$ cat src/rtl/prtt_pkg.sv
// ----------------------------------------------------------------------------
// prtt_pkg
// Shared types and constants of the retransmission task table.
// ----------------------------------------------------------------------------
package prtt_pkg;

    localparam int SLOTS     = 16;
    localparam int SLOT_W    = $clog2(SLOTS);
    localparam int CNT_W     = $clog2(SLOTS + 1);
    localparam int AGE_BITS  = 16;
    localparam int TIMER_W   = 18;
    localparam int SENDS_W   = 9;

    localparam logic [7:0] MAX_TMO_RESET = 8'd200;
    localparam logic [9:0] TPU_RESET     = 10'd100;

    typedef enum logic [1:0] {
        ACT_ADD     = 2'd0,
        ACT_SERVICE = 2'd1,
        ACT_ACK     = 2'd2,
        ACT_TICK    = 2'd3
    } action_t;

    typedef enum logic [2:0] {
        K_ADDED    = 3'd0,
        K_REJECTED = 3'd1,
        K_TRANSMIT = 3'd2,
        K_SUCCESS  = 3'd3,
        K_TIMEOUT  = 3'd4,
        K_NOTHING  = 3'd5
    } kind_t;

    typedef enum logic [0:0] {
        REG_MAX_TMO = 1'd0,
        REG_TPU     = 1'd1
    } reg_index_t;

    typedef enum logic [3:0] {
        ST_IDLE,
        ST_SCAN,
        ST_SEL_RD,
        ST_SEL_WR,
        ST_TO_SCAN,
        ST_ADD_WR,
        ST_DONE
    } state_t;

    // One stored task
    typedef struct packed {
        logic [7:0]          pri;
        logic [AGE_BITS-1:0] age;
        logic [15:0]         seq;
        logic [SENDS_W-1:0]  sends;
        logic [7:0]          tmo;
        logic [TIMER_W-1:0]  timer;
    } entry_t;

    // A is older than B, wrap-aware
    function automatic logic older(input logic [AGE_BITS-1:0] a,
                                   input logic [AGE_BITS-1:0] b);
        logic [AGE_BITS-1:0] ba;
        logic [AGE_BITS-1:0] ab;
        ba = b - a;
        ab = a - b;
        return ba < ab;
    endfunction

endpackage

$ cat src/rtl/priority_retransmit_task_table.sv
// ----------------------------------------------------------------------------
// priority_retransmit_task_table
// Table of pending transmissions held in one synchronous memory, served by
// priority and age, with acknowledgement and timer tick passes.
// ----------------------------------------------------------------------------
// Channel | Direction | Handshake        | Payload
// in      | input     | in_valid/in_stall| action, priority_req, timeout_units,
//         |           |                  | resend_count, frame_seq
// out     | output    | out_valid/out_stall | kind, slot, result_seq, last
// cfg     | input     | cfg_we           | cfg_index, cfg_data
//
// Add writes the first free slot, or rejects when full, then returns to idle
// once the output is free. Tick and ack walk the memory slot by slot (read,
// then evaluate and write back), an ack ending early at its match. Service
// walks twice, with a read-modify-write of the chosen slot, if any, between;
// a zero timeout also reports success. One memory port paces the walks. Reset
// clears the valid bits, counters and control registers at once; no clearing
// pass. A result is held one deep until the next one shows whether it is
// last; the walk halts at a result while one is held and the output stalls.
// ----------------------------------------------------------------------------
module priority_retransmit_task_table (
    input  logic        clk,
    input  logic        rst_n,
    input  logic        in_valid,
    output logic        in_stall,
    input  logic [1:0]  action,
    input  logic [7:0]  priority_req,
    input  logic [7:0]  timeout_units,
    input  logic [7:0]  resend_count,
    input  logic [15:0] frame_seq,
    output logic        out_valid,
    input  logic        out_stall,
    output logic [2:0]  kind,
    output logic [3:0]  slot,
    output logic [15:0] result_seq,
    output logic        last,
    input  logic        cfg_we,
    input  logic        cfg_index,
    input  logic [9:0]  cfg_data
);

    localparam int SW = prtt_pkg::SLOT_W;

    // Task memory, one port, registered read
    prtt_pkg::entry_t mem [prtt_pkg::SLOTS];
    prtt_pkg::entry_t rd_data_reg;
    logic             mem_re;
    logic             mem_we;
    logic [SW-1:0]    mem_addr;
    prtt_pkg::entry_t mem_wdata;

    always_ff @(posedge clk)
    begin
        if (mem_we)
            mem[mem_addr] <= mem_wdata;
        if (mem_re)
            rd_data_reg <= mem[mem_addr];
    end

    // Control state
    prtt_pkg::state_t     state_reg, state_next;
    logic [prtt_pkg::SLOTS-1:0] valid_reg, valid_next;
    logic [prtt_pkg::AGE_BITS-1:0] age_reg, age_next;
    logic [prtt_pkg::CNT_W-1:0] used_reg, used_next;
    logic [7:0]  max_tmo_reg;
    logic [9:0]  tpu_reg;

    // Request held for the walk
    prtt_pkg::action_t act_reg, act_next;
    logic [7:0]  pri_in_reg, pri_in_next;
    logic [7:0]  tmo_in_reg, tmo_in_next;
    logic [7:0]  rs_in_reg, rs_in_next;
    logic [15:0] seq_in_reg, seq_in_next;

    // Walk: idx is the address in flight; rd_ph says read data is present
    logic [SW-1:0] idx_reg, idx_next;
    logic          rd_ph_reg, rd_ph_next;
    logic          emitted_reg, emitted_next;

    // Service pick
    logic          sel_ok_reg, sel_ok_next;
    logic [SW-1:0] sel_reg, sel_next;
    logic [7:0]    sel_pri_reg, sel_pri_next;
    logic [prtt_pkg::AGE_BITS-1:0] sel_age_reg, sel_age_next;

    // Timer product, registered
    logic [prtt_pkg::TIMER_W-1:0] prod_reg, prod_next;

    // Result held back until it is known whether it is the last one
    logic        pend_valid_reg, pend_valid_next;
    logic [2:0]  pend_kind_reg, pend_kind_next;
    logic [3:0]  pend_slot_reg, pend_slot_next;
    logic [15:0] pend_seq_reg, pend_seq_next;
    logic        push_pend;
    logic [2:0]  new_kind;
    logic [3:0]  new_slot;
    logic [15:0] new_seq;

    // Output register
    logic        out_valid_reg, out_valid_next;
    logic [2:0]  kind_reg, kind_next;
    logic [3:0]  slot_reg, slot_next;
    logic [15:0] rseq_reg, rseq_next;
    logic        last_reg, last_next;

    assign out_valid  = out_valid_reg;
    assign kind       = kind_reg;
    assign slot       = slot_reg;
    assign result_seq = rseq_reg;
    assign last       = last_reg;
    assign in_stall   = (state_reg != prtt_pkg::ST_IDLE);

    logic out_free;
    assign out_free = !out_valid_reg || !out_stall;

    // A new result can be held when none is held or the held one can move out
    logic can_emit;
    assign can_emit = !pend_valid_reg || out_free;

    // Configuration registers
    always_ff @(posedge clk or negedge rst_n)
    begin
        if (!rst_n)
        begin
            max_tmo_reg <= prtt_pkg::MAX_TMO_RESET;
            tpu_reg     <= prtt_pkg::TPU_RESET;
        end
        else if (cfg_we)
        begin
            unique case (prtt_pkg::reg_index_t'(cfg_index))
                prtt_pkg::REG_MAX_TMO: max_tmo_reg <= cfg_data[7:0];
                prtt_pkg::REG_TPU:     tpu_reg     <= cfg_data;
            endcase
        end
    end

    // First free slot
    logic [SW-1:0] free_idx;
    logic          free_any;
    always_comb
    begin
        free_idx = '0;
        free_any = 1'b0;
        for (int i = prtt_pkg::SLOTS - 1; i >= 0; i--)
        begin
            if (!valid_reg[i])
            begin
                free_idx = SW'(i);
                free_any = 1'b1;
            end
        end
    end

    logic is_last_idx;
    assign is_last_idx = (idx_reg == SW'(prtt_pkg::SLOTS - 1));

    prtt_pkg::entry_t e;
    assign e = rd_data_reg;

    // Next state and outputs
    always_comb
    begin
        state_next      = state_reg;
        valid_next      = valid_reg;
        age_next        = age_reg;
        used_next       = used_reg;
        act_next        = act_reg;
        pri_in_next     = pri_in_reg;
        tmo_in_next     = tmo_in_reg;
        rs_in_next      = rs_in_reg;
        seq_in_next     = seq_in_reg;
        idx_next        = idx_reg;
        rd_ph_next      = rd_ph_reg;
        emitted_next    = emitted_reg;
        sel_ok_next     = sel_ok_reg;
        sel_next        = sel_reg;
        sel_pri_next    = sel_pri_reg;
        sel_age_next    = sel_age_reg;
        prod_next       = prod_reg;
        pend_valid_next = pend_valid_reg;
        pend_kind_next  = pend_kind_reg;
        pend_slot_next  = pend_slot_reg;
        pend_seq_next   = pend_seq_reg;
        push_pend       = 1'b0;
        new_kind        = prtt_pkg::K_NOTHING;
        new_slot        = '0;
        new_seq         = '0;
        out_valid_next  = out_valid_reg && out_stall;
        kind_next       = kind_reg;
        slot_next       = slot_reg;
        rseq_next       = rseq_reg;
        last_next       = last_reg;
        mem_re          = 1'b0;
        mem_we          = 1'b0;
        mem_addr        = idx_reg;
        mem_wdata       = e;

        unique case (state_reg)
            prtt_pkg::ST_IDLE:
            begin
                if (in_valid)
                begin
                    act_next     = prtt_pkg::action_t'(action);
                    pri_in_next  = priority_req;
                    tmo_in_next  = timeout_units;
                    rs_in_next   = resend_count;
                    seq_in_next  = frame_seq;
                    idx_next     = '0;
                    rd_ph_next   = 1'b0;
                    emitted_next = 1'b0;
                    sel_ok_next  = 1'b0;
                    if (prtt_pkg::action_t'(action) == prtt_pkg::ACT_ADD)
                        state_next = prtt_pkg::ST_ADD_WR;
                    else
                        state_next = prtt_pkg::ST_SCAN;
                end
            end

            prtt_pkg::ST_ADD_WR:
            begin
                if (out_free)
                begin
                    age_next       = age_reg + 1'b1;
                    out_valid_next = 1'b1;
                    last_next      = 1'b1;
                    rseq_next      = seq_in_reg;
                    if (free_any && used_reg < prtt_pkg::CNT_W'(prtt_pkg::SLOTS))
                    begin
                        mem_we          = 1'b1;
                        mem_addr        = free_idx;
                        mem_wdata.pri   = pri_in_reg;
                        mem_wdata.age   = age_reg;
                        mem_wdata.seq   = seq_in_reg;
                        mem_wdata.sends = {1'b0, rs_in_reg} + 1'b1;
                        mem_wdata.tmo   = (tmo_in_reg > max_tmo_reg) ? max_tmo_reg
                                                                     : tmo_in_reg;
                        mem_wdata.timer = '0;
                        valid_next[free_idx] = 1'b1;
                        used_next       = used_reg + 1'b1;
                        kind_next       = prtt_pkg::K_ADDED;
                        slot_next       = 4'(free_idx);
                    end
                    else
                    begin
                        kind_next = prtt_pkg::K_REJECTED;
                        slot_next = '0;
                    end
                    state_next = prtt_pkg::ST_IDLE;
                end
            end

            // Walk the slots: read phase, then evaluate and write back
            prtt_pkg::ST_SCAN, prtt_pkg::ST_TO_SCAN:
            begin
                if (!rd_ph_reg)
                begin
                    mem_re     = 1'b1;
                    rd_ph_next = 1'b1;
                end
                else
                begin
                    logic adv;
                    adv = 1'b1;
                    if (valid_reg[idx_reg])
                    begin
                        if (state_reg == prtt_pkg::ST_TO_SCAN)
                        begin
                            if (e.sends == '0 && e.timer == '0)
                            begin
                                if (can_emit)
                                begin
                                    push_pend      = 1'b1;
                                    new_kind       = prtt_pkg::K_TIMEOUT;
                                    new_slot       = 4'(idx_reg);
                                    new_seq        = e.seq;
                                    emitted_next   = 1'b1;
                                    valid_next[idx_reg] = 1'b0;
                                    used_next      = used_reg - 1'b1;
                                end
                                else
                                    adv = 1'b0;
                            end
                        end
                        else
                        begin
                            unique case (act_reg)
                                prtt_pkg::ACT_SERVICE:
                                begin
                                    if (e.sends != '0 && e.timer == '0 &&
                                        (!sel_ok_reg || e.pri > sel_pri_reg ||
                                         (e.pri == sel_pri_reg &&
                                          prtt_pkg::older(e.age, sel_age_reg))))
                                    begin
                                        sel_ok_next  = 1'b1;
                                        sel_next     = idx_reg;
                                        sel_pri_next = e.pri;
                                        sel_age_next = e.age;
                                    end
                                end
                                prtt_pkg::ACT_ACK:
                                begin
                                    if (!emitted_reg && e.seq == seq_in_reg)
                                    begin
                                        if (can_emit)
                                        begin
                                            push_pend      = 1'b1;
                                            new_kind       = prtt_pkg::K_SUCCESS;
                                            new_slot       = 4'(idx_reg);
                                            new_seq        = seq_in_reg;
                                            emitted_next   = 1'b1;
                                            valid_next[idx_reg] = 1'b0;
                                            used_next      = used_reg - 1'b1;
                                        end
                                        else
                                            adv = 1'b0;
                                    end
                                end
                                prtt_pkg::ACT_TICK:
                                begin
                                    if (e.timer != '0)
                                    begin
                                        mem_we          = 1'b1;
                                        mem_wdata.timer = e.timer - 1'b1;
                                    end
                                end
                                default: ;
                            endcase
                        end
                    end
                    if (adv)
                    begin
                        rd_ph_next = 1'b0;
                        idx_next   = idx_reg + 1'b1;
                        if (is_last_idx || (act_reg == prtt_pkg::ACT_ACK &&
                                            emitted_next))
                        begin
                            idx_next = '0;
                            if (state_reg == prtt_pkg::ST_SCAN &&
                                act_reg == prtt_pkg::ACT_SERVICE)
                                state_next = sel_ok_next ? prtt_pkg::ST_SEL_RD
                                                         : prtt_pkg::ST_TO_SCAN;
                            else
                                state_next = prtt_pkg::ST_DONE;
                        end
                    end
                end
            end

            // Read the chosen slot and form the timer product
            prtt_pkg::ST_SEL_RD:
            begin
                mem_addr = sel_reg;
                if (!rd_ph_reg)
                begin
                    mem_re     = 1'b1;
                    rd_ph_next = 1'b1;
                end
                else
                begin
                    prod_next  = prtt_pkg::TIMER_W'(e.tmo * tpu_reg);
                    rd_ph_next = 1'b0;
                    state_next = prtt_pkg::ST_SEL_WR;
                end
            end

            // Report transmit (and success on zero timeout), write back
            prtt_pkg::ST_SEL_WR:
            begin
                mem_addr = sel_reg;
                if (can_emit)
                begin
                    if (!rd_ph_reg)
                    begin
                        push_pend       = 1'b1;
                        new_kind        = prtt_pkg::K_TRANSMIT;
                        new_slot        = 4'(sel_reg);
                        new_seq         = e.seq;
                        emitted_next    = 1'b1;
                        mem_we          = 1'b1;
                        mem_wdata.sends = e.sends - 1'b1;
                        mem_wdata.timer = prod_reg;
                        if (e.tmo == '0)
                            rd_ph_next = 1'b1;
                        else
                            state_next = prtt_pkg::ST_TO_SCAN;
                    end
                    else
                    begin
                        push_pend      = 1'b1;
                        new_kind       = prtt_pkg::K_SUCCESS;
                        new_slot       = 4'(sel_reg);
                        new_seq        = e.seq;
                        valid_next[sel_reg] = 1'b0;
                        used_next      = used_reg - 1'b1;
                        rd_ph_next     = 1'b0;
                        state_next     = prtt_pkg::ST_TO_SCAN;
                    end
                end
            end

            // Close: send the held result as last, or a nothing result
            prtt_pkg::ST_DONE:
            begin
                if (out_free)
                begin
                    out_valid_next = 1'b1;
                    last_next      = 1'b1;
                    if (pend_valid_reg)
                    begin
                        kind_next = pend_kind_reg;
                        slot_next = pend_slot_reg;
                        rseq_next = pend_seq_reg;
                    end
                    else
                    begin
                        kind_next = prtt_pkg::K_NOTHING;
                        slot_next = '0;
                        rseq_next = '0;
                    end
                    pend_valid_next = 1'b0;
                    state_next      = prtt_pkg::ST_IDLE;
                end
            end

            default: state_next = prtt_pkg::ST_IDLE;
        endcase

        // Move the held result out as not last, and hold the new one
        if (push_pend)
        begin
            if (pend_valid_reg)
            begin
                out_valid_next = 1'b1;
                kind_next      = pend_kind_reg;
                slot_next      = pend_slot_reg;
                rseq_next      = pend_seq_reg;
                last_next      = 1'b0;
            end
            pend_valid_next = 1'b1;
            pend_kind_next  = new_kind;
            pend_slot_next  = new_slot;
            pend_seq_next   = new_seq;
        end
    end

    always_ff @(posedge clk or negedge rst_n)
    begin
        if (!rst_n)
        begin
            state_reg      <= prtt_pkg::ST_IDLE;
            valid_reg      <= '0;
            age_reg        <= '0;
            used_reg       <= '0;
            out_valid_reg  <= 1'b0;
            rd_ph_reg      <= 1'b0;
            emitted_reg    <= 1'b0;
            sel_ok_reg     <= 1'b0;
            idx_reg        <= '0;
            act_reg        <= prtt_pkg::ACT_ADD;
            pend_valid_reg <= 1'b0;
        end
        else
        begin
            state_reg      <= state_next;
            valid_reg      <= valid_next;
            age_reg        <= age_next;
            used_reg       <= used_next;
            out_valid_reg  <= out_valid_next;
            rd_ph_reg      <= rd_ph_next;
            emitted_reg    <= emitted_next;
            sel_ok_reg     <= sel_ok_next;
            idx_reg        <= idx_next;
            act_reg        <= act_next;
            pend_valid_reg <= pend_valid_next;
        end
    end

    // Payload registers
    always_ff @(posedge clk)
    begin
        pri_in_reg    <= pri_in_next;
        tmo_in_reg    <= tmo_in_next;
        rs_in_reg     <= rs_in_next;
        seq_in_reg    <= seq_in_next;
        sel_reg       <= sel_next;
        sel_pri_reg   <= sel_pri_next;
        sel_age_reg   <= sel_age_next;
        prod_reg      <= prod_next;
        pend_kind_reg <= pend_kind_next;
        pend_slot_reg <= pend_slot_next;
        pend_seq_reg  <= pend_seq_next;
        kind_reg      <= kind_next;
        slot_reg      <= slot_next;
        rseq_reg      <= rseq_next;
        last_reg      <= last_next;
    end

    // Assertions
    a_used_count: assert property (@(posedge clk) disable iff (!rst_n)
        used_reg == prtt_pkg::CNT_W'($countones(valid_reg)))
        else $error("used count differs from valid bits");

    a_stall_busy: assert property (@(posedge clk) disable iff (!rst_n)
        (state_reg != prtt_pkg::ST_IDLE) |-> in_stall)
        else $error("request taken while busy");

    a_out_hold: assert property (@(posedge clk) disable iff (!rst_n)
        (out_valid && out_stall) |=>
            (out_valid && $stable({kind, slot, result_seq, last})))
        else $error("stalled result changed");

    a_idle_empty: assert property (@(posedge clk) disable iff (!rst_n)
        (state_reg == prtt_pkg::ST_IDLE) |-> !pend_valid_reg)
        else $error("held result left behind");

endmodule
$ cat config.mk
export PLATFORM = sky130hd
export DESIGN_NAME = priority_retransmit_task_table
export DESIGN_NICKNAME = d
export VERILOG_FILES = /design/src/rtl/prtt_pkg.sv /design/src/rtl/priority_retransmit_task_table.sv
export SDC_FILE = /design/constraint.sdc
export NUM_CORES = 2
export LEC_CHECK = 0
export BUFFER_PORTS_ARGS = -buffer_cell sky130_fd_sc_hd__buf_4
export CAP_MARGIN = 20
export CORE_MARGIN = 2
export CORE_UTILIZATION = 42
export DETAILED_ROUTE_END_ITERATION = 6
export GPL_TIMING_DRIVEN = 1
export PLACE_DENSITY = 0.71
export SYNTH_ARGS = -nofsm -noshare
export SYNTH_HDL_FRONTEND = slang
export SYNTH_SLANG_ARGS = --single-unit
$ cat constraint.sdc
create_clock -name clk -period 7.5 [get_ports clk]
set_clock_uncertainty 0.15 [all_clocks]
set_input_delay 1.125 -clock clk [delete_from_list [all_inputs] [get_ports clk]]
set_output_delay 1.125 -clock clk [all_outputs]
set_load 0.02 [all_outputs]
== After elaboration in Yosys (flattened, before gate mapping) ==
Memory sizes are Yosys's and may differ from the RTL's. A register that Yosys moved wholly into a read port is not among the register bits.
Cells that the tools add are included.

* Flip-flop bits (word level): 203
* Bits in writable memories: 1200
* Memories: 1

* Add/subtract/negate cells: 9
* Multiply operators: 1
* Order comparisons: 10
* Equal/unequal tests: 28
* Muxes and demuxes: 216
* Bitwise logic cells: 7
* Reductions and logical operators: 53

{| class="wikitable"
|+ Memory list
! name !! depth !! width !! rd ports !! clocked after memory_dff !! write ports !! line !! text
|-
| mem || 16 || 75 || 1 || 1 || 1 || priority_retransmit_task_table.sv:45 || <nowiki>prtt_pkg::entry_t mem [prtt_pkg::SLOTS];</nowiki>
|}

{| class="wikitable"
|+ Operators by type and width
! cell !! number
|-
| two-way mux 16 bit || 24
|-
| two-way mux 4 bit || 45
|-
| two-way mux 75 bit || 2
|-
| two-way mux 18 bit || 7
|-
| two-way mux 1 bit || 85
|-
| case mux 16 bit (2 select lines) || 2
|-
| two-way mux 5 bit || 11
|-
| case mux 18 bit (3 select lines) || 1
|-
| case mux 16 bit (3 select lines) || 1
|-
| two-way mux 3 bit || 15
|-
| two-way mux 40 bit || 1
|-
| AND 16 bit || 2
|-
| NOT 16 bit || 2
|-
| case mux 4 bit (2 select lines) || 4
|-
| subtractor 16 bit || 2
|-
| != test 2 bit (second input constant) || 11
|-
| case mux 4 bit (5 select lines) || 1
|-
| logical NOT 18 bit || 1
|-
| multiplier 8 x 10 -> 18 bit || 1
|-
| two-way mux 9 bit || 2
|-
| case mux 9 bit (2 select lines) || 1
|-
| nonzero test 18 bit || 1
|-
| subtractor 18 x 1 -> 18 bit (second input constant) || 1
|-
| adder 16 x 1 -> 16 bit (second input constant) || 1
|-
| other kinds (50) || 100
|}

== Longest topological paths before layout ==
* Word-level depth: 24
* Gate-level depth with buffers: 20
* Gate-level depth less buffers: 19

== Worst setup path after synthesis ==
OpenSTA, ideal clock, no wires.

* Path type: input to register
* From: input port out_stall
* To: memory mem[1][0] (netlist name) (enable)
* Data arrival time: 7.984 ns
* Path slack: -1.235 ns
* Stages: 10
* Path buffers: 4
* Cell sequence: a21oi_1 and2_1 and2_1 clkbuf_1 a21o_1 clkbuf_1 clkbuf_1 buf_2 nand3_1 nor3_1

* Word-level cells in the longest chain between the ends: 7
* Elaborated cells between the ends (all ways): 10
* Classes of those cells: mux: 7; reduce/logical: 3

{| class="wikitable"
|+ RTL lines
! what !! line !! text
|-
| start: declaration || priority_retransmit_task_table.sv:32 || <nowiki>input logic out_stall,</nowiki>
|-
| logical NOT 1 bit (*) || priority_retransmit_task_table.sv:114 || <nowiki>assign out_free = !out_valid_reg || !out_stall;</nowiki>
|-
| logical OR 1 bit (*) || priority_retransmit_task_table.sv:114 ||
|-
| logical OR 1 bit || priority_retransmit_task_table.sv:118 || <nowiki>assign can_emit = !pend_valid_reg || out_free;</nowiki>
|-
| two-way mux 1 bit || priority_retransmit_task_table.sv:370 || <nowiki>if (can_emit)</nowiki>
|-
| case mux 1 bit (3 select lines) || priority_retransmit_task_table.sv:198 || <nowiki>unique case (state_reg)</nowiki>
|-
| two-way mux 1 bit || priority_retransmit_task_table.sv:54 || <nowiki>if (mem_we)</nowiki>
|-
| two-way mux 1 bit (implied by the code) || priority_retransmit_task_table.sv:55 || <nowiki>mem[mem_addr] <= mem_wdata;</nowiki>
|-
| end: declaration || priority_retransmit_task_table.sv:45 ||
|}

Mark *: on every way between the ends. The rest lies on a longest branch, timed or not.

== Worst setup path after layout ==
* From: register state_reg[0]
* To: memory mem[10][4] (netlist name) (enable)

* Word-level cells in the longest chain between the ends: 7
* Elaborated cells between the ends (all ways): 14
* Classes of those cells: eq/ne: 5; mux: 7; reduce/logical: 2

{| class="wikitable"
|+ RTL lines
! what !! line !! text
|-
| start: declaration || priority_retransmit_task_table.sv:61 || <nowiki>prtt_pkg::state_t state_reg, state_next;</nowiki>
|-
| start signal: assignment || priority_retransmit_task_table.sv:450 || <nowiki>state_reg <= prtt_pkg::ST_IDLE;</nowiki>
|-
| start signal: assignment || priority_retransmit_task_table.sv:464 || <nowiki>state_reg <= state_next;</nowiki>
|-
| == test 4 x 3 -> 1 bit || priority_retransmit_task_table.sv:198, priority_retransmit_task_table.sv:266 ||
|-
| two-way mux 1 bit || priority_retransmit_task_table.sv:266 || <nowiki>if (state_reg == prtt_pkg::ST_TO_SCAN)</nowiki>
|-
| two-way mux 1 bit || priority_retransmit_task_table.sv:264 || <nowiki>if (valid_reg[idx_reg])</nowiki>
|-
| two-way mux 1 bit || priority_retransmit_task_table.sv:255 || <nowiki>if (!rd_ph_reg)</nowiki>
|-
| case mux 1 bit (3 select lines) || priority_retransmit_task_table.sv:198 ||
|-
| two-way mux 1 bit || priority_retransmit_task_table.sv:54 ||
|-
| two-way mux 1 bit (implied by the code) || priority_retransmit_task_table.sv:55 ||
|}

Parallel ways exist; a longest one is shown, timed or not.

==> results.toml <==
[status]
outcome = "complete, but fails checks"
violations = "DRC"

[route]
vias_per_cell = 5.67
ant_nets = 0
dr.pass1.iters = 7
drt-total-wl_mm = 165
drt_iter0_markers = 4941
wl_per_cell_um = 22.9
vias = 40800
post-route-drc-count = 2

[timing]
fin_crit_sh = 0.710
maxSlewHeadroom = 0.229
slew_violations = 0
post-route-min-period_ns = 5.33
grt_setup_unrepaired = "false"
max_slew.worst_pin.slew_ns = 1.15
max_freq_ghz = 0.188
setup_viol = 0
hold_viol = 0

[global_route]
grt_pass1_wl_mm = 247
antenna_found_initial = 6
track_usage = 0.208
grt_pass1_vias = 39400
grt_overflow = 0
grt_max_degree = 155

[worst_setup_path]
end_kind = "flip-flop"
worstPathArrival_ns = 5.59
cp.required_ns = 7.76
cp_max_fo = 48
critPathLaunchType = "flip-flop"
crit_type = "reg2reg"

[finish]
drive_above_1_share = 0.0931
stdcell_area_um2 = 71900
largest_reg_flops = 1200
area_growth_pct = 12.7
n_fill_cell = 13000
nNetsFinal = 5271

[floorplanning]
rows = 143
initial_core_util = 0.422
die_area_um2 = 155000
die_h_um = 394
core_area_um2 = 151000
die_w_um = 394
num_io_pins = 84

[power]
pwr-share-seq = 0.385
p_total_uw = 34300
p_per_area_nw_per_um2 = 477
power_frac_comb = 0.401
leakagePower_uw = 0.0260
p_int_uw = 21100
clockPowerShare = 0.213
switchingPower_uw = 13200
ir_worst_vdd_mv = 0.545
sw_frac_of_total = 0.384

[synthesis]
synth_cells = 4995
async_reset_ff_frac = 0.0467
syn_nets = 5211
netlist_area_um2 = 63800
ys_seq_area_frac = 0.686
synth_cell_type_count = 82
synth_xor_area_frac = 0.0118
ys.flop_type = "edfxtp_1"
yosys.area_share.adder = 0.0370
synth_compound_area_frac = 0.0595
ys_ff_latch = 1477
yosysWarnings = 0
synth_edf_count = 1384
synth-simple-area-share = 0.140
synth_top_family_by_area = "simple AND/OR/NAND/NOR gates"
muxShareOfSynthArea = 0.0408
syn_avg_cell_area_um2 = 12.8

[cts]
cts_tree = "done"
cts_setup_buffers = 0
cts_buffers = 144
clock_sinks = 1477
cts_resized = 0
worstSkewPairLatency_ns = 0.79
cts.clk_slew.worst_paths_ns = 0.07
postCtsHoldBufs = 0
clk_path_buf_depth = 3
h-tree-depth = 4
root_buffer = "clkbuf_16"

[placement]
port_buffers = 83
place_congestion = 0.849
place_hpwl_mm = 90.6
place_area_um2 = 67100

[run]
drv_cap = 0

[worst_hold_path]
hp-class = "in2async"
==> routing by layer <==
metal / track usage / share of wire / vias up
li1: - / - / 18400
met1: 0.290 / 0.41 / 20200
met3: 0.0415 / 0.10 / 304
met5: 0 / 0.00036 / -
met4: 0.0672 / 0.026 / 10
met2: 0.329 / 0.47 / 1952
==> critical path, stage by stage, from the launching register on <==
cell     delay, ns
dfrtp_1       0.78
and3b_1       0.45
and2_1        0.26
and2_2        0.76
a21o_4        0.70
nand2_1       0.42
nor2_4        0.91
buf_12        0.41
==> path summary, 6_finish.rpt <==
path	slack (ns)	start	to	cells past startpoint
max in group asynchronous	6.08	rst_n	valid_reg[3]	2
worst max register to register	2.17	state_reg[0]	mem[10][4]	7
worst min register to register	0.29	pend_seq_reg[9]	result_seq[9]	2
min in group clk	0.29	pend_seq_reg[9]	result_seq[9]	2
worst min-delay path	0.08	rst_n	tpu_reg[1]	1
worst max-delay path	2.17	state_reg[0]	mem[10][4]	7
==> per-stage QoR <==
stage | utilization | setup slack (ns) | std cells | TNS, ns | hold slack (ns)
detailed placement | 0.443 | 2.07 | 6932 | 0 | 0.277
finish | 0.475 | 2.17 | 7196 | 0 | 0.0838
global route | 0.475 | 1.77 | 7195 | 0 | 0.0839
global placement | 0.443 | 2.09 | 6930 | 0 | 0.271
CTS | 0.475 | 2.15 | 7188 | 0 | 0.0531
floorplan | - | -1.23 | 4995 | -369.87 | 0.268
==> area by class of cell <==
class                      count  area [µm²]  area share
antenna                        1        2.50   0.0000348
clock buffer                 184        3800      0.0529
clock inverter                72         960      0.0133
inverter                     127         477     0.00663
multi-input combinational   3111       18700       0.260
sequential                  1477       43800       0.608
tap                         2030        2540      0.0353
timing repair buffer         194        1680      0.0234
==> cell usage in the layout (no fill, tap or decap), types with 32 or more instances in the layout <==
| cell | Yosys | routed |
|---|---|---|
| clkbuf_16 | 0 | 144 |
| o21ai_0 | 96 | 93 |
| a32oi_1 | 81 | 81 |
| fa_1 | 51 | 51 |
| mux2i_1 | 234 | 234 |
| buf_4 | 2 | 176 |
| o221ai_1 | 79 | 79 |
| and2_1 | 45 | 44 |
| a21oi_1 | 72 | 70 |
| clkbuf_1 | 211 | 35 |
| nand3_1 | 497 | 497 |
| dfrtp_1 | 63 | 63 |
| ha_1 | 107 | 107 |
| nor2_1 | 95 | 82 |
| inv_1 | 127 | 127 |
| nand2_1 | 1313 | 1310 |
| a21o_1 | 34 | 32 |
| xnor2_1 | 61 | 61 |
| edfxtp_1 | 1384 | 1384 |
==> cell usage after synthesis (44+ instances only) <==
cell | number | area share
edfxtp_1 | 1384 | 0.65
nand2_1 | 1313 | 0.077
nand3_1 | 497 | 0.039
mux2i_1 | 234 | 0.037
clkbuf_1 | 211 | 0.012
inv_1 | 127 | 0.0075
ha_1 | 107 | 0.021
o21ai_0 | 96 | 0.0075
nor2_1 | 95 | 0.0056
a32oi_1 | 81 | 0.011
o221ai_1 | 79 | 0.011
a21oi_1 | 72 | 0.0056
dfrtp_1 | 63 | 0.025
xnor2_1 | 61 | 0.0084
fa_1 | 51 | 0.016
and2_1 | 45 | 0.0044
buf_2 | 44 | 0.0034
==> logic make-up (layout without fill, tap and decap cells) <==
logic type               count (synthesis)  after routing
XOR/XNOR                                86             86
buffers and inverters                  407            577
multiplexers                           253            253
adder cells (fa/ha/maj)                158            158
flip-flops                            1477           1477
AND/OR/NAND/NOR                       2088           2088
other                                    0              1
AO/OA/AOI/OAI                          526            526
==> power by group through the flow <==
stage,logic (µW),clock network [µW],registers (µW)
after floorplan,9540,0,13000
after global placement,13400,0,13300
after detailed placement,13700,0,13400
after CTS,13800,7410,13200
after global routing,15200,7730,13300
final,13800,7310,13200
(Power assumes the default switching activity.)
